### src/rtl/core/btc_pkg.sv
// Shared types and constants for the backlight timeout controller.
package btc_pkg;

  localparam int unsigned TimeoutWidth = 16;
  localparam int unsigned LevelWidth   = 7;
  localparam int unsigned KeyWidth     = 32;
  localparam int unsigned DurWidth     = 16;
  localparam int unsigned CfgIdxWidth  = 2;
  localparam int unsigned CfgDataWidth = 16;

  localparam logic [TimeoutWidth-1:0] ResetTimeout = TimeoutWidth'(50);
  localparam logic [LevelWidth-1:0]   ResetLevel   = LevelWidth'(50);
  localparam logic [LevelWidth-1:0]   MaxLevel     = LevelWidth'(100);

  typedef enum logic [CfgIdxWidth-1:0] {
    CFG_TIMEOUT = 2'd0,
    CFG_LEVEL   = 2'd1
  } cfg_idx_t;

  typedef enum logic [2:0] {
    REQ_TICK    = 3'd0,
    REQ_TAP     = 3'd1,
    REQ_RELEASE = 3'd2,
    REQ_BUTTON  = 3'd3,
    REQ_POKE    = 3'd4,
    REQ_LOCK    = 3'd5,
    REQ_UNLOCK  = 3'd6
  } req_type_t;

  typedef struct packed {
    logic [2:0]          req;
    logic [DurWidth-1:0] dur;
    logic [KeyWidth-1:0] key;
  } item_t;

  typedef struct packed {
    logic                  light_on;
    logic [LevelWidth-1:0] pwm_duty;
    logic                  is_locked;
    logic [KeyWidth-1:0]   granted_key;
    logic                  timed_out;
  } result_t;

  typedef struct packed {
    logic [TimeoutWidth-1:0] default_timeout;
    logic [LevelWidth-1:0]   bright_level;
  } cfg_t;

endpackage

### src/rtl/core/backlight_timeout_controller_top.sv
// Top level of the backlight timeout controller.
//
//   channel | direction | handshake              | payload
//   --------+-----------+------------------------+------------------------------------
//   in      | to block  | in_valid / in_ready    | req_type, poke_duration, unlock_key
//   out     | from block| out_valid / out_ready  | light_on, pwm_duty, is_locked,
//           |           |                        | granted_key, timed_out
//   cfg     | to block  | cfg_valid / cfg_ready  | cfg_index, cfg_data
//
// Each event transaction lands in an input register, is evaluated against the
// light/lock/tick state, and its result is written to the output register.
// Throughput is one transaction per cycle while the output is not stalled;
// out_valid rises when an item moves from the input register into the result
// register. The add and compare on the tick counter set the critical path.
// rst (synchronous) clears state to off, unlocked, serial 0, counter 0,
// deadline 0, and config to timeout 50, level 50. A stalled output holds its
// result and backs up into the input register; cfg_ready is always high.
module backlight_timeout_controller_top
  import btc_pkg::*;
#(
  parameter int unsigned COUNT_WIDTH = 32
) (
  input  logic                    clk,
  input  logic                    rst,
  // event input
  input  logic                    in_valid,
  output logic                    in_ready,
  input  logic [2:0]              req_type,
  input  logic [DurWidth-1:0]     poke_duration,
  input  logic [KeyWidth-1:0]     unlock_key,
  // result output
  output logic                    out_valid,
  input  logic                    out_ready,
  output logic                    light_on,
  output logic [LevelWidth-1:0]   pwm_duty,
  output logic                    is_locked,
  output logic [KeyWidth-1:0]     granted_key,
  output logic                    timed_out,
  // configuration writes
  input  logic                    cfg_valid,
  output logic                    cfg_ready,
  input  logic [CfgIdxWidth-1:0]  cfg_index,
  input  logic [CfgDataWidth-1:0] cfg_data
);

  cfg_t    cfg;
  item_t   item_q;
  logic    item_vld;
  logic    advance;
  result_t res;
  result_t res_q;

  // item moves to the result register when that register is free or draining
  assign advance  = item_vld && (!out_valid || out_ready);
  assign in_ready = !item_vld || advance;

  btc_cfg u_cfg (
    .clk       (clk),
    .rst       (rst),
    .cfg_valid (cfg_valid),
    .cfg_ready (cfg_ready),
    .cfg_index (cfg_index),
    .cfg_data  (cfg_data),
    .cfg       (cfg)
  );

  btc_engine #(
    .COUNT_WIDTH (COUNT_WIDTH)
  ) u_engine (
    .clk  (clk),
    .rst  (rst),
    .fire (advance),
    .item (item_q),
    .cfg  (cfg),
    .res  (res)
  );

  // input register
  always_ff @(posedge clk) begin
    if (rst) begin
      item_vld <= 1'b0;
    end else if (in_ready) begin
      item_vld <= in_valid;
    end
  end

  always_ff @(posedge clk) begin
    if (in_valid && in_ready) begin
      item_q.req <= req_type;
      item_q.dur <= poke_duration;
      item_q.key <= unlock_key;
    end
  end

  // result register
  always_ff @(posedge clk) begin
    if (rst) begin
      out_valid <= 1'b0;
    end else if (advance) begin
      out_valid <= 1'b1;
    end else if (out_ready) begin
      out_valid <= 1'b0;
    end
  end

  always_ff @(posedge clk) begin
    if (advance) begin
      res_q <= res;
    end
  end

  assign light_on    = res_q.light_on;
  assign pwm_duty    = res_q.pwm_duty;
  assign is_locked   = res_q.is_locked;
  assign granted_key = res_q.granted_key;
  assign timed_out   = res_q.timed_out;

  // a timeout always leaves the light off
  a_timeout_off : assert property (@(posedge clk) disable iff (rst)
    out_valid |-> !(timed_out && light_on))
    else $error("timed_out with light_on");

  // a held lock keeps the light on
  a_lock_on : assert property (@(posedge clk) disable iff (rst)
    out_valid && is_locked |-> light_on)
    else $error("locked while light off");

  // a nonzero key is only handed out with the lock held
  a_key_locked : assert property (@(posedge clk) disable iff (rst)
    out_valid && granted_key != '0 |-> is_locked)
    else $error("key granted without lock");

  // an item blocked by a stalled result stays in the input register
  a_item_held : assert property (@(posedge clk) disable iff (rst)
    item_vld && !advance |=> item_vld && $stable(item_q))
    else $error("pending item lost");

endmodule

### src/rtl/core/btc_cfg.sv
// Configuration registers: default timeout and brightness level.
module btc_cfg
  import btc_pkg::*;
(
  input  logic                    clk,
  input  logic                    rst,
  input  logic                    cfg_valid,
  output logic                    cfg_ready,
  input  logic [CfgIdxWidth-1:0]  cfg_index,
  input  logic [CfgDataWidth-1:0] cfg_data,
  output cfg_t                    cfg
);

  logic [TimeoutWidth-1:0] default_timeout;
  logic [LevelWidth-1:0]   bright_level;
  logic [LevelWidth-1:0]   level_in;

  assign cfg_ready = 1'b1;
  assign level_in  = cfg_data[LevelWidth-1:0];

  always_ff @(posedge clk) begin
    if (rst) begin
      default_timeout <= ResetTimeout;
      bright_level    <= ResetLevel;
    end else if (cfg_valid) begin
      if (cfg_index == CFG_TIMEOUT) begin
        default_timeout <= cfg_data[TimeoutWidth-1:0];
      end
      // levels above full scale are dropped
      if (cfg_index == CFG_LEVEL && level_in <= MaxLevel) begin
        bright_level <= level_in;
      end
    end
  end

  assign cfg.default_timeout = default_timeout;
  assign cfg.bright_level    = bright_level;

endmodule

### src/rtl/core/btc_engine.sv
// Light, lock and tick state with the per-event update logic.
module btc_engine
  import btc_pkg::*;
#(
  parameter int unsigned COUNT_WIDTH = 32
) (
  input  logic    clk,
  input  logic    rst,
  input  logic    fire,
  input  item_t   item,
  input  cfg_t    cfg,
  output result_t res
);

  logic                   lamp_on, lamp_on_next;
  logic                   lock_held, lock_held_next;
  logic [KeyWidth-1:0]    lock_serial, lock_serial_next;
  logic [COUNT_WIDTH-1:0] tick_count, tick_count_next;
  logic [COUNT_WIDTH-1:0] deadline, deadline_next;

  logic [COUNT_WIDTH-1:0] base_count;
  logic [COUNT_WIDTH-1:0] tick_inc;
  logic [COUNT_WIDTH-1:0] tmo_ext;
  logic [COUNT_WIDTH-1:0] dur_ext;
  logic [KeyWidth-1:0]    serial_inc;
  logic [KeyWidth-1:0]    granted;
  logic                   expired;

  // turning on from off restarts the count
  assign base_count = lamp_on ? tick_count : '0;
  assign tick_inc   = tick_count + COUNT_WIDTH'(1);
  assign tmo_ext    = COUNT_WIDTH'(cfg.default_timeout);
  assign dur_ext    = COUNT_WIDTH'(item.dur);
  assign serial_inc = lock_serial + KeyWidth'(1);

  always_comb begin
    lamp_on_next     = lamp_on;
    lock_held_next   = lock_held;
    lock_serial_next = lock_serial;
    tick_count_next  = tick_count;
    deadline_next    = deadline;
    granted          = '0;
    expired          = 1'b0;
    unique case (item.req)
      REQ_TICK: begin
        if (lamp_on) begin
          tick_count_next = tick_inc;
          if (!lock_held && tick_inc > deadline) begin
            lamp_on_next = 1'b0;
            expired      = 1'b1;
          end
        end
      end
      REQ_TAP: begin
        lamp_on_next    = 1'b1;
        tick_count_next = base_count;
        deadline_next   = base_count + tmo_ext;
      end
      REQ_BUTTON: begin
        if (!lock_held) begin
          if (lamp_on) begin
            lamp_on_next = 1'b0;
          end else begin
            lamp_on_next    = 1'b1;
            tick_count_next = base_count;
            deadline_next   = base_count + tmo_ext;
          end
        end
      end
      REQ_POKE: begin
        lamp_on_next    = 1'b1;
        tick_count_next = base_count;
        deadline_next   = base_count + dur_ext;
      end
      REQ_LOCK: begin
        if (!lock_held) begin
          lock_held_next   = 1'b1;
          lamp_on_next     = 1'b1;
          tick_count_next  = base_count;
          lock_serial_next = serial_inc;
          granted          = serial_inc;
        end
      end
      REQ_UNLOCK: begin
        if (lock_held && lock_serial == item.key) begin
          lock_held_next  = 1'b0;
          lamp_on_next    = 1'b1;
          tick_count_next = base_count;
          deadline_next   = base_count + tmo_ext;
        end
      end
      default: begin
        // release and the unused code do nothing
      end
    endcase
  end

  always_ff @(posedge clk) begin
    if (rst) begin
      lamp_on     <= 1'b0;
      lock_held   <= 1'b0;
      lock_serial <= '0;
      tick_count  <= '0;
      deadline    <= '0;
    end else if (fire) begin
      lamp_on     <= lamp_on_next;
      lock_held   <= lock_held_next;
      lock_serial <= lock_serial_next;
      tick_count  <= tick_count_next;
      deadline    <= deadline_next;
    end
  end

  assign res.light_on    = lamp_on_next;
  assign res.pwm_duty    = lamp_on_next ? cfg.bright_level : '0;
  assign res.is_locked   = lock_held_next;
  assign res.granted_key = granted;
  assign res.timed_out   = expired;

endmodule
### config.mk
export PLATFORM = sky130hd
export DESIGN_NAME = backlight_timeout_controller_top
export DESIGN_NICKNAME = d
export VERILOG_FILES = /design/src/rtl/core/btc_pkg.sv /design/src/rtl/core/backlight_timeout_controller_top.sv /design/src/rtl/core/btc_cfg.sv /design/src/rtl/core/btc_engine.sv
export SDC_FILE = /design/constraint.sdc
export NUM_CORES = 1
export LEC_CHECK = 0
export ABC_AREA = 1
export BUFFER_PORTS_ARGS = -buffer_cell sky130_fd_sc_hd__buf_2
export CELL_PAD_IN_SITES_DETAIL_PLACEMENT = 0
export CELL_PAD_IN_SITES_GLOBAL_PLACEMENT = 1
export CORE_UTILIZATION = 44
export DETAILED_ROUTE_END_ITERATION = 8
export PLACE_DENSITY_LB_ADDON = 0.1
export SYNTH_ARGS = -nofsm -noshare
export SYNTH_HDL_FRONTEND = slang
export SYNTH_SLANG_ARGS = --single-unit
### constraint.sdc
create_clock -name clk -period 3.4 [get_ports clk]
set_input_delay 0.51 -clock clk [delete_from_list [all_inputs] [get_ports clk]]
set_output_delay 0.51 -clock clk [all_outputs]
set_load 0.005 [all_outputs]
==> results.md, run 1 <==
- CP Class: register to register
- Synth-to-layout area growth: 17.7%
- Pins Over Slew Limit: 0
- Hold Path Class: primary input to register
- VDD IR max: about 0.47 mV
- Worst Setup Start Kind: register
- Seq/Total Area, Yosys: 0.410
- Unique cell type count in the Yosys netlist: 53
- CTS Hold Bufs: 0
- Post-Route Skew: 34.0 ps
- # diodes: 0
- CTS max path bufs: 3
- DRC: 0
- Routability cong.: just over 0.9
- Worst setup margin: 156 ps
- PD cells: around 450 nW/um2
- Die width: roughly 170 um
- Post-Syn Nets: 1831
- F_max: 308 MHz
- Core footprint: around 29000 um2
- Finished Core Util: 0.525
- Post-Syn Instances: 1705
- Initial antenna violation count: 0
- Initial DRC count: between 800 and 900
- TritonCTS Buffers: 26
- Crit path required time: between 3000 and 4000 ps
- Fin. Hold Viols: 0
- FF+latch count, synth: 216
- Synth area leaders: edfxtp_1 (22%), dfxtp_1 (19%), nand2_1 (12%)
- CTS tree: built
- Most numerous cell in the Yosys netlist: nand2_1
- Final Instance Area: 15100 um2
- Top cells by count, synth: nand2_1 (401), inv_1 (251), nor2_1 (203), dfxtp_1 (123), a21oi_1 (122)
- RSZ-0062 raised after global routing: no
- Share of cells above drive strength 1: 0.160
- Most used DFF post-synth: dfxtp_1
- I/O Buffers: 117
- Tmin final: ~3200 ps
- Reg clk slew, reported paths: roughly 60 ps
- Cell Area, Placed: 14000 um2
- Slew @ Worst Pin: about 700 ps
- Leakage: about 0.007 uW
- Average wire per standard cell: 16.8 um
- HPWL Detailed: about 28 mm
- Tcrit/Tclk final: 0.954
- Status: finished, final reports clean
- CP cell instances: nand2_1 -> nor2_1 -> buf_4 -> nand2_2 -> nor2_4 -> nand4_1 -> xor2_1 -> inv_1 -> ha_1 -> a21oi_1 -> o21ai_0 -> nand2_1 -> nand2_1 -> a21oi_1 -> nand2_1 -> nand2_1 -> nand2_1 -> nand3_2 -> nand2_2 -> nor2_1
- Number of vias per cell: approximately 5
- Clock latency on the worst-skew pair: roughly 570 ps
- Top cell type's share of synthesized area: 0.218
- # IOs: 119
- Final wirelength: 37.9 mm
- Final setup vio count: 0
- Worst path most repeated cell: nand2_1
- DIE AREA: roughly 30000 um2
- CP arrival: 3670 ps
- Placement Rows: between 60 and 70
- Net count, final: a little under 2000
- Initial Utilization: 0.446
- Post-synth EDFFs: 93
- Max-Cap Viols: 0
- Post-Syn Area: 12800 um2
- Initial DRT Pass Iterations: 6
- Clock sinks: 216
- Synth area leader: edfxtp_1
- Slew headroom: 0.534
- H-tree Lvls: 1
- YS warnings: 0
- Via count of the first global-routing pass: 10800
- Async SR Flop Fraction: 0
- Remaining antenna violation count after routing: 0
- Clk root buf: clkbuf_16
- Worst Path Max Fanout: 5
- Vias: roughly 11000
- GR Overflow Total: 0
- Largest net degree at the start of global routing: 49
- Crit-path slowest cell: dfxtp_1
- GRT Overall Usage: 0.254
- First-pass GRT wire length: around 59 mm
- Crit path largest cell delay: roughly 390 ps
- DP Worst Slack: -146 ps
- Die Y: roughly 170 um
- Syn_area_per_cell: around 7.5 um2
- Crit. End Element: register
==> routing by layer <==
metal / track usage / part of all wire / vias up
li1: - / - / 5764
met1: 0.363 / 0.48 / 5216
met2: 0.397 / 0.43 / 357
met3: 0.0317 / 0.056 / 64
met4: 0.0815 / 0.032 / 0
met5: 0 / 0 / -
==> placed cells by master, fill, tap and decap left out, types with 26 or more instances in the layout <==
master	netlist	layout
ha_1	51	49
dfxtp_1	123	120
nor3_1	38	34
a21oi_1	122	122
clkbuf_16	0	26
buf_4	3	51
nand2_1	401	396
edfxtp_1	93	93
nor2_1	203	195
o21ai_0	78	77
xnor2_1	34	34
nand3_1	49	48
inv_1	251	249
buf_2	11	117
xor2_1	66	65
==> critical path, delay by kind of cell, from the launching register on <==
| family | cells | cell delay (ps) |
|---|---|---|
| flops | 1 | 390 |
| fa+ha+maj | 1 | 290 |
| simple gates | 13 | 1410 |
| compound gates | 3 | 580 |
| xor+xnor | 1 | 170 |
| buf+inv | 2 | 230 |
==> final cells by class <==
class                           count  area, um2
Clock inverter                     12        240
Timing Repair Buffer              170       1010
Tap cell                          384        480
Clock buffer                       36        708
Fill cell                        2934      13600
Multi-Input combinational cell   1174       6390
Inverter                          261        980
Sequential cell                   216       5260
==> state kept, by name, indices dropped and copies added, names as in the netlist <==
signal	flops
out_valid	1
light_on	1
u_engine.deadline	32
pwm_duty	7
is_locked	1
u_cfg.default_timeout	16
u_engine.lamp_on	1
u_engine.lock_held	1
u_engine.lock_serial	32
granted_key	32
item_vld	1
u_cfg.bright_level	7
timed_out	1
u_engine.tick_count	32
item_q	51
==> logic make-up after synthesis <==
kind of cell / synth area share
simple gates: 0.255
buf+inv: 0.0999
other cells: 0.000293
fa+ha+maj: 0.0514
flops: 0.410
xor+xnor: 0.0709
mux: 0.0132
compound gates: 0.0995
==> through the flow <==
stage	std cells	power (uW)	hold slack, ps	setup TNS [ps]
final	2253	6760	115	0
after global routing	2253	7030	101	0
after CTS	2250	6810	92.3	0
after detailed placement	2202	3730	445	-1070
after global placement	2202	3720	437	-878
after floorplan	1705	3450	423	0
==> where the power goes <==
part | internal, uW | switching (uW) | leakage (uW) | total, uW
logic | 287 | 506 | 0.00445 | 793
registers | 2830 | 72.5 | 0.00190 | 2910
clock network | 1920 | 1150 | 0.000454 | 3060
==> path summary, 6_finish.rpt <==
kind / from / to / slack [ps] / cells past startpoint
hold / removal: unlock_key[17] / item_q[17] / 110 / 1
hold reg to reg: u_cfg.default_timeout[5] / u_cfg.default_timeout[5] / 460 / 2
setup / recovery: u_engine.tick_count[4] / pwm_duty[1] / 160 / 20
setup reg to reg: u_engine.tick_count[4] / pwm_duty[1] / 160 / 20
==> repair_timing <==
action,4_1_cts,5_1_grt
endpoints found under the setup margin,9,16
setup buffers,0,2
pin swaps,0,2
resized for setup,2,31
gates cloned,0,1
(Power assumes the default switching activity.)
==> run 2: changes to the inputs <==
--- a/config.mk
+++ b/config.mk
@@ -7,11 +7,8 @@
 export LEC_CHECK = 0
 export ABC_AREA = 1
 export BUFFER_PORTS_ARGS = -buffer_cell sky130_fd_sc_hd__buf_2
-export CELL_PAD_IN_SITES_DETAIL_PLACEMENT = 0
-export CELL_PAD_IN_SITES_GLOBAL_PLACEMENT = 1
-export CORE_UTILIZATION = 44
+export CORE_UTILIZATION = 45
 export DETAILED_ROUTE_END_ITERATION = 8
-export PLACE_DENSITY_LB_ADDON = 0.1
 export SYNTH_ARGS = -nofsm -noshare
 export SYNTH_HDL_FRONTEND = slang
 export SYNTH_SLANG_ARGS = --single-unit
==> results.md, run 2 (synthesized netlist as in run 1, its figures left out) <==
- Initial DRC count: 800 (-8.3%)
- Final wirelength: 36.7 mm (-3.1%)
- DP Worst Slack: -46.1 ps (+100 ps)
- Initial antenna violation count: 0 (unchanged)
- HPWL Detailed: 27.5 mm (-2.3%)
- Synth-to-layout area growth: 17.1%
- Max-Cap Viols: 0 (unchanged)
- Slew @ Worst Pin: 928 ps (+229 ps)
- Initial DRT Pass Iterations: 6 (unchanged)
- Remaining antenna violation count after routing: 0 (unchanged)
- Net count, final: 1976 (+0.051%)
- Number of vias per cell: 5.05 (-0.24%)
- Status: finished, final reports clean
- GR Overflow Total: 0 (unchanged)
- TritonCTS Buffers: 26 (unchanged)
- Worst Path Max Fanout: 9 (+4)
- Share of cells above drive strength 1: 0.161 (+0.00152)
- Average wire per standard cell: 16.3 um (-2.9%)
- Die width: 171 um (-1.1%)
- Most common cell after layout, fill and taps aside: nand2_1
- Routability cong.: 0.975 (+7.5%)
- GRT Overall Usage: 0.254 (about the same)
- Crit path from: u_engine.tick_count[4]
- PD cells: 429 nW/um2 (-4.4%)
- Crit. End Element: register
- Fin. Hold Viols: 0 (unchanged)
- Die Y: 171 um (-1.1%)
- Final setup vio count: 0 (unchanged)
- WHS: 144 ps (+29.3 ps)
- Worst setup margin: 181 ps (+24.9 ps)
- Hold Path Class: primary input to register
- Tcrit/Tclk final: 0.947 (-0.00732)
- Clk root buf: clkbuf_16
- DIE AREA: 29100 um2 (-2.2%)
- Tmin final: 3220 ps (-24.9 ps)
- Worst Hold Depth: 1 (unchanged)
- Placement Rows: 61 (-1.6%)
- Vias: 11300 (-0.46%)
- R2R depth: 21 (+5.0%)
- Clock sinks: 216 (unchanged)
- Slew headroom: 0.378 (-0.156)
- CTS Hold Bufs: 0 (unchanged)
- H-tree Lvls: 1 (unchanged)
- Hold Crit Start: poke_duration[2]
- Max reg flops: 51 (unchanged)
- Reg clk slew, reported paths: 60 ps (about the same)
- CTS tree: built
- Pins Over Slew Limit: 0 (unchanged)
- Crit path required time: 3700 ps (-120 ps)
- First-pass GRT wire length: 57.0 mm (-4.1%)
- Core footprint: 27900 um2 (-2.9%)
- Post-Route Skew: 14.6 ps (-19.4 ps)
- Biggest register: item_q
- Via count of the first global-routing pass: 10400 (-3.8%)
- Worst Setup Start Kind: register
- CTS max path bufs: 3 (unchanged)
- RR Startpoint: u_engine.tick_count[4]
- # IOs: 119 (unchanged)
- F_max: 311 MHz (+0.77%)
- Initial Utilization: 0.460 (+0.0135)
- VDD IR max: 0.384 mV (-18%)
- Largest net degree at the start of global routing: 62 (+27%)
- # diodes: 0 (unchanged)
- Clock latency on the worst-skew pair: 540 ps (-30 ps)
- I/O Buffers: 117 (unchanged)
- Leakage: 0.00678 uW (-0.30%)
- Commonest cells after routing, fill and taps aside: nand2_1 (397), inv_1 (249), nor2_1 (195), a21oi_1 (119)
- CP arrival: 3520 ps (-150 ps)
- DRC: 0 (unchanged)
- CP Class: register to register
[run 2: per-stage QoR]
step / area (um2) / utilization / total power, uW / setup TNS [ps] / std cells
floorplan: 12800 / - / 3450 / 0 / 1705
global placement: 14000 / 0.503 / 3720 / -798 / 2198
detailed placement: 14000 / 0.503 / 3730 / -246 / 2198
CTS: 14900 / 0.534 / 6490 / 0 / 2246
global route: 15000 / 0.538 / 6720 / -4.81 / 2248
finish: 15000 / 0.538 / 6440 / 0 / 2248
[run 2: final timing paths]
kind	to	slack, ps
max	light_on	180
min	item_q[34]	140
max reg2reg	light_on	180
min reg2reg	u_cfg.default_timeout[5]	450
[run 2: worst max-delay path, cell delays in order, from the launching register on]
cell     delay, ps
dfxtp_1        400
nand2_2        130
nor2_4         160
nand2_1        150
nor4_2         160
buf_4          170
nand2_1         80
xor2_1         150
inv_1           70
ha_1           310
nand2_1        130
nor2_2         160
nand2_1        110
nor2_4         150
nand2_1         60
nand2_1         50
nand2_1         80
nand2_1         70
nand3_1         60
nand2_1        110
buf_12         130
inv_1           40
[run 2: what timing repair did]
item,4_1_cts,5_1_grt
setup buffers,0,2
endpoints found under the setup margin,9,13
resized for setup,5,32
pin swaps,0,2
[run 2: cell type report]
class                           count  area, um2
Tap cell                          378        473
Multi-Input combinational cell   1173       6400
Clock inverter                      9       86.3
Fill cell                        2731      12900
Clock buffer                       39        762
Timing Repair Buffer              172       1040
Sequential cell                   216       5260
Inverter                          261        980
[run 2: metal layers]
layer,wire length (um),vias up,track usage
li1,-,5746,-
met1,17500,5217,0.361
met2,16000,324,0.398
met3,2090,61,0.0333
met4,1050,0,0.0756
met5,0,-,0
[run 2: power by group]
group	total (uW)	leakage, uW	internal, uW	switching, uW
combinational	784	0.00447	294	490
sequential	2910	0.00190	2840	75.2
clock	2740	0.000413	1630	1120
total	6440	0.00678	4760	1680
